**src/rtl/u8u16_pkg.sv**
```systemverilog
`timescale 1ns / 1ps
// ----------------------------------------------------------------------------
// UTF-8 to UTF-16 transcoder package
// Shared constants, queue entry layout and queue status for the transcoder.
// ----------------------------------------------------------------------------
package u8u16_pkg;

   // UTF-16 constants
   localparam logic [15:0] REPLACEMENT_CHAR = 16'hFFFD;
   localparam logic [15:0] HIGH_SURR_BASE   = 16'hD800;
   localparam logic [15:0] LOW_SURR_BASE    = 16'hDC00;
   localparam logic [15:0] SURR_MASK        = 16'hF800;
   localparam logic [20:0] SUPP_OFFSET      = 21'h010000;
   localparam logic [20:0] MAX_CODE_POINT   = 21'h10FFFF;

   // Queue between decoder and unit serializer
   localparam int QUEUE_DEPTH = 4;
   localparam int QUEUE_AW    = $clog2(QUEUE_DEPTH);
   localparam int QUEUE_CW    = $clog2(QUEUE_DEPTH + 1);

   // Units caused by one input byte: one or two
   typedef struct packed {
      logic        two;
      logic [15:0] unit0;
      logic        repl0;
      logic [15:0] unit1;
      logic        repl1;
   } entry_type;

   typedef struct packed {
      logic full;
      logic empty;
   } queue_status_type;

endpackage

```
**src/rtl/u8u16_front.sv**
```systemverilog
`timescale 1ns / 1ps
// ----------------------------------------------------------------------------
// UTF-8 decoder front end
// Accepts one byte per cycle while the queue has room, tracks the open
// sequence and pushes the UTF-16 units that the byte causes as one entry.
// ----------------------------------------------------------------------------
module u8u16_front (
   input  logic                         clock,
   input  logic                         reset,
   input  logic                         req_tvalid,
   output logic                         req_tready,
   input  logic [7:0]                   req_tdata,
   input  logic                         req_tlast,
   input  u8u16_pkg::queue_status_type  queue_status,
   output logic                         push,
   output u8u16_pkg::entry_type         push_entry
);

   typedef struct packed {
      logic        emit;
      logic [15:0] unit;
      logic [2:0]  len;
      logic [20:0] cp;
   } lead_type;

   typedef struct packed {
      logic        two;
      logic [15:0] unit0;
      logic        repl0;
      logic [15:0] unit1;
   } finish_type;

   // Classify a byte seen with no sequence open
   function automatic lead_type decode_lead(input logic [7:0] b);
      lead_type l;
      l = '0;
      if (b[7] == 1'b0) begin
         l.emit = 1'b1;
         l.unit = {8'h00, b};
      end else if (b[7:5] == 3'b110) begin
         l.len = 3'd2;
         l.cp  = {16'h0000, b[4:0]};
      end else if (b[7:4] == 4'b1110) begin
         l.len = 3'd3;
         l.cp  = {17'h00000, b[3:0]};
      end else if (b[7:3] == 5'b11110) begin
         l.len = 3'd4;
         l.cp  = {18'h00000, b[2:0]};
      end else begin
         l.emit = 1'b1;
         l.unit = u8u16_pkg::REPLACEMENT_CHAR;
      end
      return l;
   endfunction

   // Check a completed code point and encode it
   function automatic finish_type finish_cp(input logic [20:0] cp, input logic [2:0] len);
      finish_type  f;
      logic [2:0]  needed;
      logic        bad;
      logic [20:0] cpm;
      f = '0;
      if (cp <= 21'h00007F) begin
         needed = 3'd1;
      end else if (cp <= 21'h0007FF) begin
         needed = 3'd2;
      end else if (cp <= 21'h00FFFF) begin
         needed = 3'd3;
      end else begin
         needed = 3'd4;
      end
      bad = (needed != len)
         || ((cp < 21'h00FFFF) && ((cp[15:0] & u8u16_pkg::SURR_MASK) == u8u16_pkg::HIGH_SURR_BASE))
         || (cp > u8u16_pkg::MAX_CODE_POINT);
      cpm = cp - u8u16_pkg::SUPP_OFFSET;
      if (bad) begin
         f.unit0 = u8u16_pkg::REPLACEMENT_CHAR;
         f.repl0 = 1'b1;
      end else if (cp <= 21'h00FFFF) begin
         f.unit0 = cp[15:0];
      end else begin
         f.two   = 1'b1;
         f.unit0 = u8u16_pkg::HIGH_SURR_BASE | {6'b000000, cpm[19:10]};
         f.unit1 = u8u16_pkg::LOW_SURR_BASE | {6'b000000, cpm[9:0]};
      end
      return f;
   endfunction

   logic [20:0] cp_ff, cp_in;
   logic [2:0]  len_ff, len_in;
   logic [1:0]  seen_ff, seen_in;

   logic        in_fire;
   logic        cont_byte;
   lead_type    lead;
   logic [20:0] cat_cp;
   logic [1:0]  seen_inc;
   logic        complete;
   finish_type  fin;
   logic [1:0]  n;
   logic [15:0] unit_v [2];
   logic        repl_v [2];

   assign req_tready = !queue_status.full;
   assign in_fire    = req_tvalid && req_tready;

   // Per-byte decode terms
   assign cont_byte = (req_tdata[7:6] == 2'b10);
   assign lead      = decode_lead(req_tdata);
   assign cat_cp    = {cp_ff[14:0], req_tdata[5:0]};
   assign seen_inc  = seen_ff + 2'd1;
   assign complete  = (({1'b0, seen_inc} + 3'd1) >= len_ff);
   assign fin       = finish_cp(cat_cp, len_ff);

   // Next state and units caused by this byte
   always_comb begin
      n         = 2'd0;
      unit_v[0] = '0;
      unit_v[1] = '0;
      repl_v[0] = 1'b0;
      repl_v[1] = 1'b0;
      cp_in     = cp_ff;
      len_in    = len_ff;
      seen_in   = seen_ff;
      if (len_ff == 3'd0) begin
         if (lead.emit) begin
            unit_v[n[0]] = lead.unit;
            repl_v[n[0]] = (lead.unit == u8u16_pkg::REPLACEMENT_CHAR) && req_tdata[7];
            n = n + 2'd1;
         end else begin
            cp_in   = lead.cp;
            len_in  = lead.len;
            seen_in = 2'd0;
         end
      end else if (cont_byte) begin
         if (complete) begin
            cp_in     = '0;
            len_in    = '0;
            seen_in   = '0;
            unit_v[0] = fin.unit0;
            repl_v[0] = fin.repl0;
            unit_v[1] = fin.unit1;
            n         = fin.two ? 2'd2 : 2'd1;
         end else begin
            cp_in   = cat_cp;
            seen_in = seen_inc;
         end
      end else begin
         // Broken sequence: replace, then decode the byte again as a lead
         cp_in     = '0;
         len_in    = '0;
         seen_in   = '0;
         unit_v[0] = u8u16_pkg::REPLACEMENT_CHAR;
         repl_v[0] = 1'b1;
         n         = 2'd1;
         if (lead.emit) begin
            unit_v[n[0]] = lead.unit;
            repl_v[n[0]] = (lead.unit == u8u16_pkg::REPLACEMENT_CHAR) && req_tdata[7];
            n = n + 2'd1;
         end else begin
            cp_in   = lead.cp;
            len_in  = lead.len;
            seen_in = 2'd0;
         end
      end
      // Close a sequence left open at end of text
      if (req_tlast && (len_in != 3'd0)) begin
         cp_in   = '0;
         len_in  = '0;
         seen_in = '0;
         unit_v[n[0]] = u8u16_pkg::REPLACEMENT_CHAR;
         repl_v[n[0]] = 1'b1;
         n = n + 2'd1;
      end
   end

   // Hand the units to the queue
   assign push             = in_fire && (n != 2'd0);
   assign push_entry.two   = n[1];
   assign push_entry.unit0 = unit_v[0];
   assign push_entry.repl0 = repl_v[0];
   assign push_entry.unit1 = unit_v[1];
   assign push_entry.repl1 = repl_v[1];

   // Advance sequence state on each accepted item
   always_ff @(posedge clock) begin
      if (reset) begin
         cp_ff   <= '0;
         len_ff  <= '0;
         seen_ff <= '0;
      end else if (in_fire) begin
         cp_ff   <= cp_in;
         len_ff  <= len_in;
         seen_ff <= seen_in;
      end
   end

   a_closed_clean: assert property (@(posedge clock) disable iff (reset)
      (len_ff == 3'd0) |-> ((seen_ff == 2'd0) && (cp_ff == 21'd0)))
      else $error("closed sequence holds stale state");
   a_open_short: assert property (@(posedge clock) disable iff (reset)
      (len_ff != 3'd0) |-> ((({1'b0, seen_ff} + 3'd1) < len_ff) && (len_ff >= 3'd2)))
      else $error("open sequence already complete");
   a_no_push_full: assert property (@(posedge clock) disable iff (reset)
      push |-> !queue_status.full)
      else $error("push into full queue");

endmodule

```
**src/rtl/u8u16_queue.sv**
```systemverilog
`timescale 1ns / 1ps
// ----------------------------------------------------------------------------
// Transcoder entry queue
// Short FIFO between the decoder and the unit serializer.
// ----------------------------------------------------------------------------
module u8u16_queue (
   input  logic                         clock,
   input  logic                         reset,
   input  logic                         push,
   input  u8u16_pkg::entry_type         push_entry,
   input  logic                         pop,
   output u8u16_pkg::entry_type         head,
   output u8u16_pkg::queue_status_type  status
);

   u8u16_pkg::entry_type               mem_ff [u8u16_pkg::QUEUE_DEPTH];
   logic [u8u16_pkg::QUEUE_AW-1:0]     wr_ptr_ff;
   logic [u8u16_pkg::QUEUE_AW-1:0]     rd_ptr_ff;
   logic [u8u16_pkg::QUEUE_CW-1:0]     count_ff;
   logic [u8u16_pkg::QUEUE_CW-1:0]     count_in;

   assign status.full  = (count_ff == u8u16_pkg::QUEUE_CW'(u8u16_pkg::QUEUE_DEPTH));
   assign status.empty = (count_ff == '0);
   assign head         = mem_ff[rd_ptr_ff];

   // Track occupancy
   always_comb begin
      count_in = count_ff;
      if (push && !pop) begin
         count_in = count_ff + 1'b1;
      end else if (pop && !push) begin
         count_in = count_ff - 1'b1;
      end
   end

   // Store entries
   always_ff @(posedge clock) begin
      if (push) begin
         mem_ff[wr_ptr_ff] <= push_entry;
      end
   end

   // Advance pointers
   always_ff @(posedge clock) begin
      if (reset) begin
         wr_ptr_ff <= '0;
         rd_ptr_ff <= '0;
         count_ff  <= '0;
      end else begin
         if (push) begin
            wr_ptr_ff <= wr_ptr_ff + 1'b1;
         end
         if (pop) begin
            rd_ptr_ff <= rd_ptr_ff + 1'b1;
         end
         count_ff <= count_in;
      end
   end

   a_count_bound: assert property (@(posedge clock) disable iff (reset)
      count_ff <= u8u16_pkg::QUEUE_CW'(u8u16_pkg::QUEUE_DEPTH))
      else $error("queue count overflow");
   a_pop_nonempty: assert property (@(posedge clock) disable iff (reset)
      pop |-> !status.empty)
      else $error("pop from empty queue");
   a_ptr_gap: assert property (@(posedge clock) disable iff (reset)
      (count_ff != u8u16_pkg::QUEUE_CW'(u8u16_pkg::QUEUE_DEPTH))
      |-> (u8u16_pkg::QUEUE_AW'(wr_ptr_ff - rd_ptr_ff) == count_ff[u8u16_pkg::QUEUE_AW-1:0]))
      else $error("queue pointers disagree with count");

endmodule

```
**src/rtl/u8u16_back.sv**
```systemverilog
`timescale 1ns / 1ps
// ----------------------------------------------------------------------------
// UTF-16 unit serializer
// Sends the head entry's units (one or two), one per cycle unless stalled.
// ----------------------------------------------------------------------------
module u8u16_back (
   input  logic                         clock,
   input  logic                         reset,
   input  u8u16_pkg::entry_type         head,
   input  u8u16_pkg::queue_status_type  queue_status,
   output logic                         pop,
   output logic                         rsp_tvalid,
   input  logic                         rsp_tready,
   output logic [15:0]                  rsp_tdata,
   output logic                         rsp_tuser,
   output logic                         rsp_tlast
);

   logic sel_ff;
   logic sel_in;
   logic out_fire;

   // Pick the current unit of the head entry
   assign rsp_tvalid = !queue_status.empty;
   assign rsp_tdata  = sel_ff ? head.unit1 : head.unit0;
   assign rsp_tuser  = sel_ff ? head.repl1 : head.repl0;
   assign rsp_tlast  = sel_ff || !head.two;
   assign out_fire   = rsp_tvalid && rsp_tready;
   assign pop        = out_fire && rsp_tlast;

   // Step to the second unit or back to the first on pop
   always_comb begin
      sel_in = sel_ff;
      if (out_fire) begin
         sel_in = !rsp_tlast;
      end
   end

   always_ff @(posedge clock) begin
      if (reset) begin
         sel_ff <= 1'b0;
      end else begin
         sel_ff <= sel_in;
      end
   end

   a_sel_on_pair: assert property (@(posedge clock) disable iff (reset)
      sel_ff |-> (!queue_status.empty && head.two))
      else $error("second unit selected without a pair");
   a_pair_steps: assert property (@(posedge clock) disable iff (reset)
      (out_fire && !sel_ff && head.two) |=> sel_ff)
      else $error("pair did not advance to second unit");
   a_pop_last: assert property (@(posedge clock) disable iff (reset)
      pop |=> !sel_ff)
      else $error("select not cleared after pop");

endmodule

```
**src/rtl/utf8_to_utf16_transcoder_top.sv**
```systemverilog
`timescale 1ns / 1ps
// ----------------------------------------------------------------------------
// UTF-8 to UTF-16 transcoder
// Byte stream in, UTF-16 code unit stream out, invalid input as U+FFFD.
// ----------------------------------------------------------------------------
// The block takes one UTF-8 byte per cycle while its queue has room and sends
// one UTF-16 code unit per cycle while rsp_tready is high. A byte's units
// are in the four-entry queue in the cycle after it is accepted. A byte that
// causes two units (a surrogate pair, or a replacement followed by a second
// unit) holds the result side for both units, so the input rate drops below
// one byte per cycle when such bytes arrive faster than the result side
// drains them, or when the receiver stalls. rsp_tlast marks the final unit
// caused by one byte; rsp_tuser flags a U+FFFD that stands for invalid input.
module utf8_to_utf16_transcoder_top (
   input  logic        clock,
   input  logic        reset,
   input  logic        req_tvalid,
   output logic        req_tready,
   input  logic [7:0]  req_tdata,   // [7:0] text_byte
   input  logic        req_tlast,   // end_of_text
   output logic        rsp_tvalid,
   input  logic        rsp_tready,
   output logic [15:0] rsp_tdata,   // [15:0] code_unit
   output logic        rsp_tuser,   // [0] replaced
   output logic        rsp_tlast    // last_of_run
);

   u8u16_pkg::queue_status_type queue_status;
   u8u16_pkg::entry_type        push_entry;
   u8u16_pkg::entry_type        head;
   logic                        push;
   logic                        pop;

   // Decode bytes
   u8u16_front u_front (
      .clock        (clock),
      .reset        (reset),
      .req_tvalid   (req_tvalid),
      .req_tready   (req_tready),
      .req_tdata    (req_tdata),
      .req_tlast    (req_tlast),
      .queue_status (queue_status),
      .push         (push),
      .push_entry   (push_entry)
   );

   // Buffer entries
   u8u16_queue u_queue (
      .clock      (clock),
      .reset      (reset),
      .push       (push),
      .push_entry (push_entry),
      .pop        (pop),
      .head       (head),
      .status     (queue_status)
   );

   // Send units
   u8u16_back u_back (
      .clock        (clock),
      .reset        (reset),
      .head         (head),
      .queue_status (queue_status),
      .pop          (pop),
      .rsp_tvalid   (rsp_tvalid),
      .rsp_tready   (rsp_tready),
      .rsp_tdata    (rsp_tdata),
      .rsp_tuser    (rsp_tuser),
      .rsp_tlast    (rsp_tlast)
   );

endmodule

```
**config.mk**
```make
export PLATFORM = sky130hd
export DESIGN_NAME = utf8_to_utf16_transcoder_top
export DESIGN_NICKNAME = d
export VERILOG_FILES = /design/src/rtl/u8u16_pkg.sv /design/src/rtl/u8u16_front.sv /design/src/rtl/u8u16_queue.sv /design/src/rtl/u8u16_back.sv /design/src/rtl/utf8_to_utf16_transcoder_top.sv
export SDC_FILE = /design/constraint.sdc
export NUM_CORES = 1
export LEC_CHECK = 0
export BUFFER_PORTS_ARGS = -buffer_cell sky130_fd_sc_hd__buf_2
export CORE_MARGIN = 2
export CORE_UTILIZATION = 30
export CTS_CLUSTER_SIZE = 10
export DETAILED_ROUTE_END_ITERATION = 10
export GPL_TIMING_DRIVEN = 0
export PLACE_DENSITY_LB_ADDON = 0.12
export RECOVER_POWER = 100
export SLEW_MARGIN = 30
export SYNTH_ARGS = -nofsm -noshare
export SYNTH_HDL_FRONTEND = slang
export SYNTH_SLANG_ARGS = --single-unit
```
**constraint.sdc**
```tcl
create_clock -name clock -period 6.8 [get_ports clock]
set_clock_uncertainty 0.2 [all_clocks]
set_input_delay 0 -clock clock [delete_from_list [all_inputs] [get_ports clock]]
set_output_delay 0 -clock clock [all_outputs]
set_load 0.005 [all_outputs]
```
After elaboration in Yosys (flattened, before gate mapping)
Memories as Yosys holds them, arrays and structs flattened. A register that Yosys moved wholly into a read port is not among the register bits.
Index checks and enable logic that the tools add are counted.
{"block": "totals", "regBits": 28, "ramBits": 140, "input_bits": 13, "n_memories": 1}
{"memory": "u_queue.mem_ff", "words": 4, "word_bits": 35, "rd": 1, "rd_clocked_by_memory_dff": 1, "write_ports": 1, "line_no": "u8u16_queue.sv:16", "rtl": "u8u16_pkg::entry_type mem_ff [u8u16_pkg::QUEUE_DEPTH];"}
{"block": "op_classes", "n_addsub": 8, "n_lt_le_gt_ge": 8, "eq_ne": 9, "mux": 67, "bitwise": 5, "reduce_logical": 25}
{"operator": "$mux W16", "n": 9}
{"operator": "$mux W24", "n": 4}
{"operator": "$mux W32", "n": 3}
{"operator": "$mux W15", "n": 6}
{"operator": "$mux W17", "n": 4}
{"operator": "$mux W3", "n": 11}
{"operator": "$or A30 B30 Y30", "n": 1}
{"operator": "$mux W2", "n": 14}
{"operator": "$gt A21 B21 Y1 const B", "n": 1}
{"operator": "$le A21 B11 Y1 const B", "n": 1}
{"operator": "$le A21 B16 Y1 const B", "n": 1}
{"operator": "$le A21 B7 Y1 const B", "n": 1}
{"operator": "$lt A21 B16 Y1 const B", "n": 1}
{"operator": "$sub A20 B17 Y20 const B", "n": 1}
{"operator": "$demux W16 S1", "n": 1}
{"operator": "$eq A16 B16 Y1 const B", "n": 1}
{"operator": "$mux W1", "n": 14}
{"operator": "$eq A5 B5 Y1 const B", "n": 2}
{"operator": "$logic_and A1 B1 Y1", "n": 10}
{"operator": "$add A2 B1 Y2 const B", "n": 4}
{"operator": "$eq A3 B3 Y1 const B", "n": 2}
{"operator": "$logic_not A1 Y1", "n": 6}
{"operator": "$logic_not A3 Y1", "n": 2}
{"operator": "$eq A4 B4 Y1 const B", "n": 1}
{"operator": "18 further kinds", "n": 21}

Longest topological paths before layout
{"block": "logic_depth", "depth_word": 20, "depth_mapped": 15, "mapped_depth_nobuf": 15}

Modules after synthesis
From an unflattened synthesis, not the netlist that was laid out.
{"block": "hier_totals", "hier_cells": 537, "area_unflattened_um2": 7842.5}
{"module": "u8u16_queue", "n_inst": 1, "cells_per_inst": 227, "area_each_um2": 5531.6, "seq_area_each_um2": 4384.2}
{"module": "u8u16_front", "n_inst": 1, "cells_per_inst": 283, "area_each_um2": 2019.4, "seq_area_each_um2": 400.4}
{"module": "u8u16_back", "n_inst": 1, "cells_per_inst": 27, "area_each_um2": 291.5, "seq_area_each_um2": 20.0}

Worst setup path before layout
No wires, ideal clock.
{"block": "synth_timing", "path_type": "register to register", "startpoint": "register u_front.seen_ff[0]", "endpoint": "register u_queue.count_ff[2] in the netlist's numbering", "arrival_ns": 3.890, "path_slack_ns": 2.639, "path_stages_with_launch": 16, "n_path_buf": 0, "synth_period_minus_slack_ns": 4.161, "cell_sequence": "dfxtp_1 inv_1 ha_1 xor2_1 ha_1 a21o_1 a21o_1 o41ai_1 o31ai_2 a21oi_1 ha_1 inv_1 fa_1 xor2_1 or3_1 a21oi_1"}
{"block": "synth_between", "elab_chain_len": 14, "elab_cells_between_ends": 20}
{"element": "from (decl)", "line_no": "u8u16_front.sv:91", "rtl": "logic [1:0] seen_ff, seen_in;"}
{"element": "from (signal assigned)", "line_no": "u8u16_front.sv:194", "rtl": "seen_ff <= seen_in;"}
{"element": "$add A2 B1 Y2 (*)", "line_no": "u8u16_front.sv:111", "rtl": "assign seen_inc = seen_ff + 2'd1;"}
{"element": "$add A2 B1 Y3 (*)", "line_no": "u8u16_front.sv:112", "rtl": "assign complete = (({1'b0, seen_inc} + 3'd1) >= len_ff);"}
{"element": "$ge A3 B3 Y1 (*)", "line_no": "u8u16_front.sv:112"}
{"element": "branches (longest 5 deep; another with $add A2 B1 Y2)"}
{"element": "$mux W2 (*)", "line_no": "u8u16_front.sv:167", "rtl": "if (req_tlast && (len_in != 3'd0)) begin"}
{"element": "$reduce_bool A2 Y1 (*)", "line_no": "u8u16_front.sv:178", "rtl": "assign push = in_fire && (n != 2'd0);"}
{"element": "$logic_and A1 B1 Y1 (*)", "line_no": "u8u16_front.sv:178"}
{"element": "via push", "line_no": "utf8_to_utf16_transcoder_top.sv:31", "rtl": "logic push;"}
{"element": "$logic_not A1 Y1", "line_no": "u8u16_queue.sv:31", "rtl": "end else if (pop && !push) begin"}
{"element": "$logic_and A1 B1 Y1", "line_no": "u8u16_queue.sv:31"}
{"element": "$reduce_bool A2 Y1 (no source line)"}
{"element": "to (signal assigned)", "line_no": "u8u16_queue.sv:56", "rtl": "count_ff <= count_in;"}
{"element": "to (decl)", "line_no": "u8u16_queue.sv:19", "rtl": "logic [u8u16_pkg::QUEUE_CW-1:0] count_ff;"}
Mark *: on every way through the listed nets, which the timed path passes.
A chain may end at the register's enable or synchronous reset.

Worst setup path in the final report
Same ends and word-level chain as after synthesis.

==> results_dict.tcl <==
set metrics [dict create \
    outcome "complete, no violations" \
    globalRouteOverflowTotal 0 \
    hold_path_depth 4 \
    worstHoldPathType "in2reg" \
    r2r_cells 15 \
    ys_dominant_reg_cell "sky130_fd_sc_hd__edfxtp_1" \
    routed-via-count 4452 \
    synthCells 509 \
    ys.warnings.count 0 \
    finalHoldViolations 0 \
    final.period_utilization 0.721 \
    cts_tree "built" \
    detailedRoute.firstPassIterationCount 5 \
    drt.antenna.violating_nets 0 \
    tritoncts_num_sinks 154 \
    rsz0062_at_grt "no" \
    critical_path.endpoint "u_queue.count_ff[2]$_SDFFE_PP0P_" \
    postSynthRegisterBits 154 \
    vias_per_cell 4.89 \
    netSwitchingPower_uw 709 \
    antenna_cells_inserted 0 \
    synth-seq-area-share 0.615 \
    clock.fmax_ghz 0.204 \
    std_cell_rows 56 \
    worst_max_slew_pin_slew_ns 1.14 \
    cts-root-buf "sky130_fd_sc_hd__clkbuf_16" \
    worst_r2r_endpoint "u_queue.count_ff[2]$_SDFFE_PP0P_" \
    critical-path-top-cell-by-count "sky130_fd_sc_hd__ha_1" \
    netSwitchingFraction 0.257 \
    start_util 0.302 \
    grt_max_degree 22 \
    post-layout-total-power_mw 2.76 \
    share_seq_of_total_power 0.418 \
    numPortBuffers 27 \
    grt_pass1_wl_mm 26.3 \
    core_area_um2 23300 \
    tritoncts.num_buffers 17 \
    r2r-start "u_front.seen_ff[0]$_SDFFE_PP0P_" \
    netlist-cell-type-count 60 \
    pwr_density_cell_nw_per_um2 327 \
    clkTransAtPathRegs_ns 0.06 \
    drive_gt1_frac 0.191 \
    crit_path_start_kind "register" \
    postSynth.asyncResetShare 0 \
    worst_ir_drop_vdd_mv 0.156 \
    clk_latency_ns 0.42 \
    die_extent_in_x_um 157 \
    place_congestion 0.840 \
    p_int_mw 2.05 \
    timing.critical_path.required_ns 6.95 \
    power_frac_clock 0.375 \
    cts_buffer_depth 2 \
    drt_first_iter_violations 308 \
    synth.avg_cell_area_um2 13.8 \
    cp_slowest_cell "sky130_fd_sc_hd__a21oi_1" \
    cp-startpoint "u_front.seen_ff[0]$_SDFFE_PP0P_" \
    drcViolationCount 0 \
    die_area_um2 24700 \
    detail_route.wl_per_cell_um 19.2 \
    setup-tns-final_ns 0 \
    die-height_um 157 \
    synth_edf_count 124 \
    finalMaxSlewViolations 0 \
    criticalPathCategory "reg2reg" \
    normalized_max_slew_margin 0.233 \
    crit_path_end_kind "register" \
    cp_slowest_stage_delay_ns 0.62 \
    worst-endpoint-arrival_ns 5.05 \
    place_hpwl_mm 12.0 \
    clock_tree.htree_level_count 4 \
    area.growth.synth_to_final_pct 20.0 \
    regToRegSetupSlack_ns 1.90 \
    first_global_vias 4411 \
    syn_nets 534 \
    drv.max_cap_violation_count 0 \
    grt_antenna_before_repair 0 \
    critical_path.cell_chain "inv_1 > ha_1 > xor2_1 > ha_1 > a21o_1 > a21o_1 > o41ai_1 > o31ai_1 > a21oi_1 > ha_1 > inv_1 > fa_1 > xor2_1 > or3_1 > a21oi_1" \
    postCtsResizedCells 0 \
    grtUsageTotal 0.147 \
    detail_route.wirelength_mm 17.5 \
    worst-path-max-fanout 8 \
    power.combinational.fraction 0.207 \
    i_o_pin_count 33 \
    timing.final.setup_violations 0 \
    power.leakage_nw 2.88 \
    netlist_area_um2 7030 \
    finish.net_count 603 \
    finalWorstPathRequiredPeriod_ns 4.90 \
]
routing by layer:
metal | vias up | wire length, µm | track usage
li1 | 2097 | - | -
met2 | 93 | 8660 | 0.247
met4 | 0 | 143 | 0.0338
met1 | 2253 | 7980 | 0.197
met3 | 9 | 697 | 0.0289
met5 | - | 0 | 0
synth_stat cells (all sizes together) (2+ instances only):
library cell  number  area share
clkbuf            20       0.011
and3               2      0.0018
nand4              4      0.0036
nand2b             3      0.0027
or2                3      0.0027
o21ai             29       0.021
nand2             32       0.017
nor2b              3      0.0037
nor3b              4      0.0050
nor2              49       0.026
a22oi             18       0.019
o41ai              2      0.0025
xnor2              4      0.0050
a21oi             15       0.011
mux2              13       0.021
or3                3      0.0027
o211a              2      0.0028
and2               4      0.0036
or4                3      0.0043
nor4               5      0.0093
xor2               4      0.0050
o32a               2      0.0046
edfxtp           124        0.53
inv               26       0.014
nor3               9      0.0064
nand3              7      0.0050
ha                11       0.020
a21o               6      0.0064
o31ai              4      0.0050
mux4              31       0.099
a221o              5      0.0071
dfxtp             30       0.085
buf                7      0.0052
mux2i              7       0.010
o21a               5      0.0053
worst max-delay path, delay by kind of cell (launching register included):
kind                     cells  cell delay (ns)
AO/OA/AOI/OAI                6             2.11
XOR/XNOR                     2             0.36
adder cells (fa/ha/maj)      4             1.35
buffers and inverters        2             0.16
flip-flops                   1             0.34
AND/OR/NAND/NOR              1             0.31
layout by cell type (no fill, tap or decap), types with 15 or more instances in the layout:
master                            n
sky130_fd_sc_hd__edfxtp_1       124
sky130_fd_sc_hd__a22oi_1         18
sky130_fd_sc_hd__a21oi_1         15
sky130_fd_sc_hd__dfxtp_1         30
sky130_fd_sc_hd__mux4_2          31
sky130_fd_sc_hd__clkbuf_1        29
sky130_fd_sc_hd__inv_1           24
sky130_fd_sc_hd__buf_2           25
sky130_fd_sc_hd__nor2_1          49
sky130_fd_sc_hd__dlygate4sd3_1   19
sky130_fd_sc_hd__o21ai_0         27
sky130_fd_sc_hd__nand2_1         32
sky130_fd_sc_hd__clkbuf_16       17
area by class of cell:
class	count	area [µm²]
Multi-Input combinational cell	302	2460
Buffer	27	115
Tap cell	319	399
Timing Repair Buffer	50	398
Sequential cell	154	4320
Inverter	26	97.6
Clock buffer	19	433
Clock inverter	13	215
Fill cell	2291	14800
sequential cells by signal (all words and copies together) (netlist names), named ones only:
register           count
u_queue.mem_ff       124
u_front.cp_ff         15
u_front.len_ff         3
u_queue.count_ff       3
u_front.seen_ff        2
u_queue.rd_ptr_ff      2
u_queue.wr_ptr_ff      2
u_back.sel_ff          1
power groups by stage:
stage,sequential [mW],clock [mW],combinational [mW]
final,1.16,1.04,0.572
after global routing,1.16,1.09,0.637
after CTS,1.16,1.06,0.602
after detailed placement,1.18,0,0.590
after global placement,1.18,0,0.564
after floorplan,1.17,0,0.383
timing repair:
| item | CTS | global route |
|---|---|---|
| hold buffers | 19 | 0 |
| endpoints found under the hold margin | 44 | 0 |
| setup buffers | 0 | 0 |
kinds of logic (layout without fill, tap and decap cells):
group	Yosys count	in the layout	share of synthesized area
adders and majority gates	12	12	0.0224
AOI/OAI and AO/OA	99	99	0.0980
muxes	51	51	0.130
DFF	154	154	0.615
and+or+nand+nor	132	132	0.0950
xor gates and xnor gates	8	8	0.00996
buffers and inverters	53	135	0.0297
worst min-delay path by stage:
stage / end / startpoint / slack, ns
floorplan: u_front.cp_ff[0]$_SDFFE_PP0P_ / req_tdata[0] / -0.05
global placement: u_back.sel_ff$_SDFFE_PP0P_ / rsp_tready / 0.14
detailed placement: u_back.sel_ff$_SDFFE_PP0P_ / rsp_tready / 0.13
CTS: u_front.len_ff[2]$_SDFFE_PP0P_ / req_tdata[7] / 0.01
global route: u_front.len_ff[2]$_SDFFE_PP0P_ / req_tdata[7] / 0.1
finish: u_front.len_ff[2]$_SDFFE_PP0P_ / req_tdata[7] / 0.05
per-stage QoR:
step / setup WS [ns] / instances / cell area (µm²) / util / hold WS, ns
final: 1.90 / 910 / 8440 / 0.363 / 0.0459
after global routing: 1.47 / 910 / 8440 / 0.363 / 0.0956
after CTS: 1.87 / 910 / 8490 / 0.365 / 0.00953
after detailed placement: 1.90 / 859 / 7650 / 0.329 / 0.125
after global placement: 1.48 / 855 / 7570 / 0.325 / 0.138
after floorplan: 2.64 / 509 / 7030 / - / -0.0517
(Power assumes the default switching activity.)
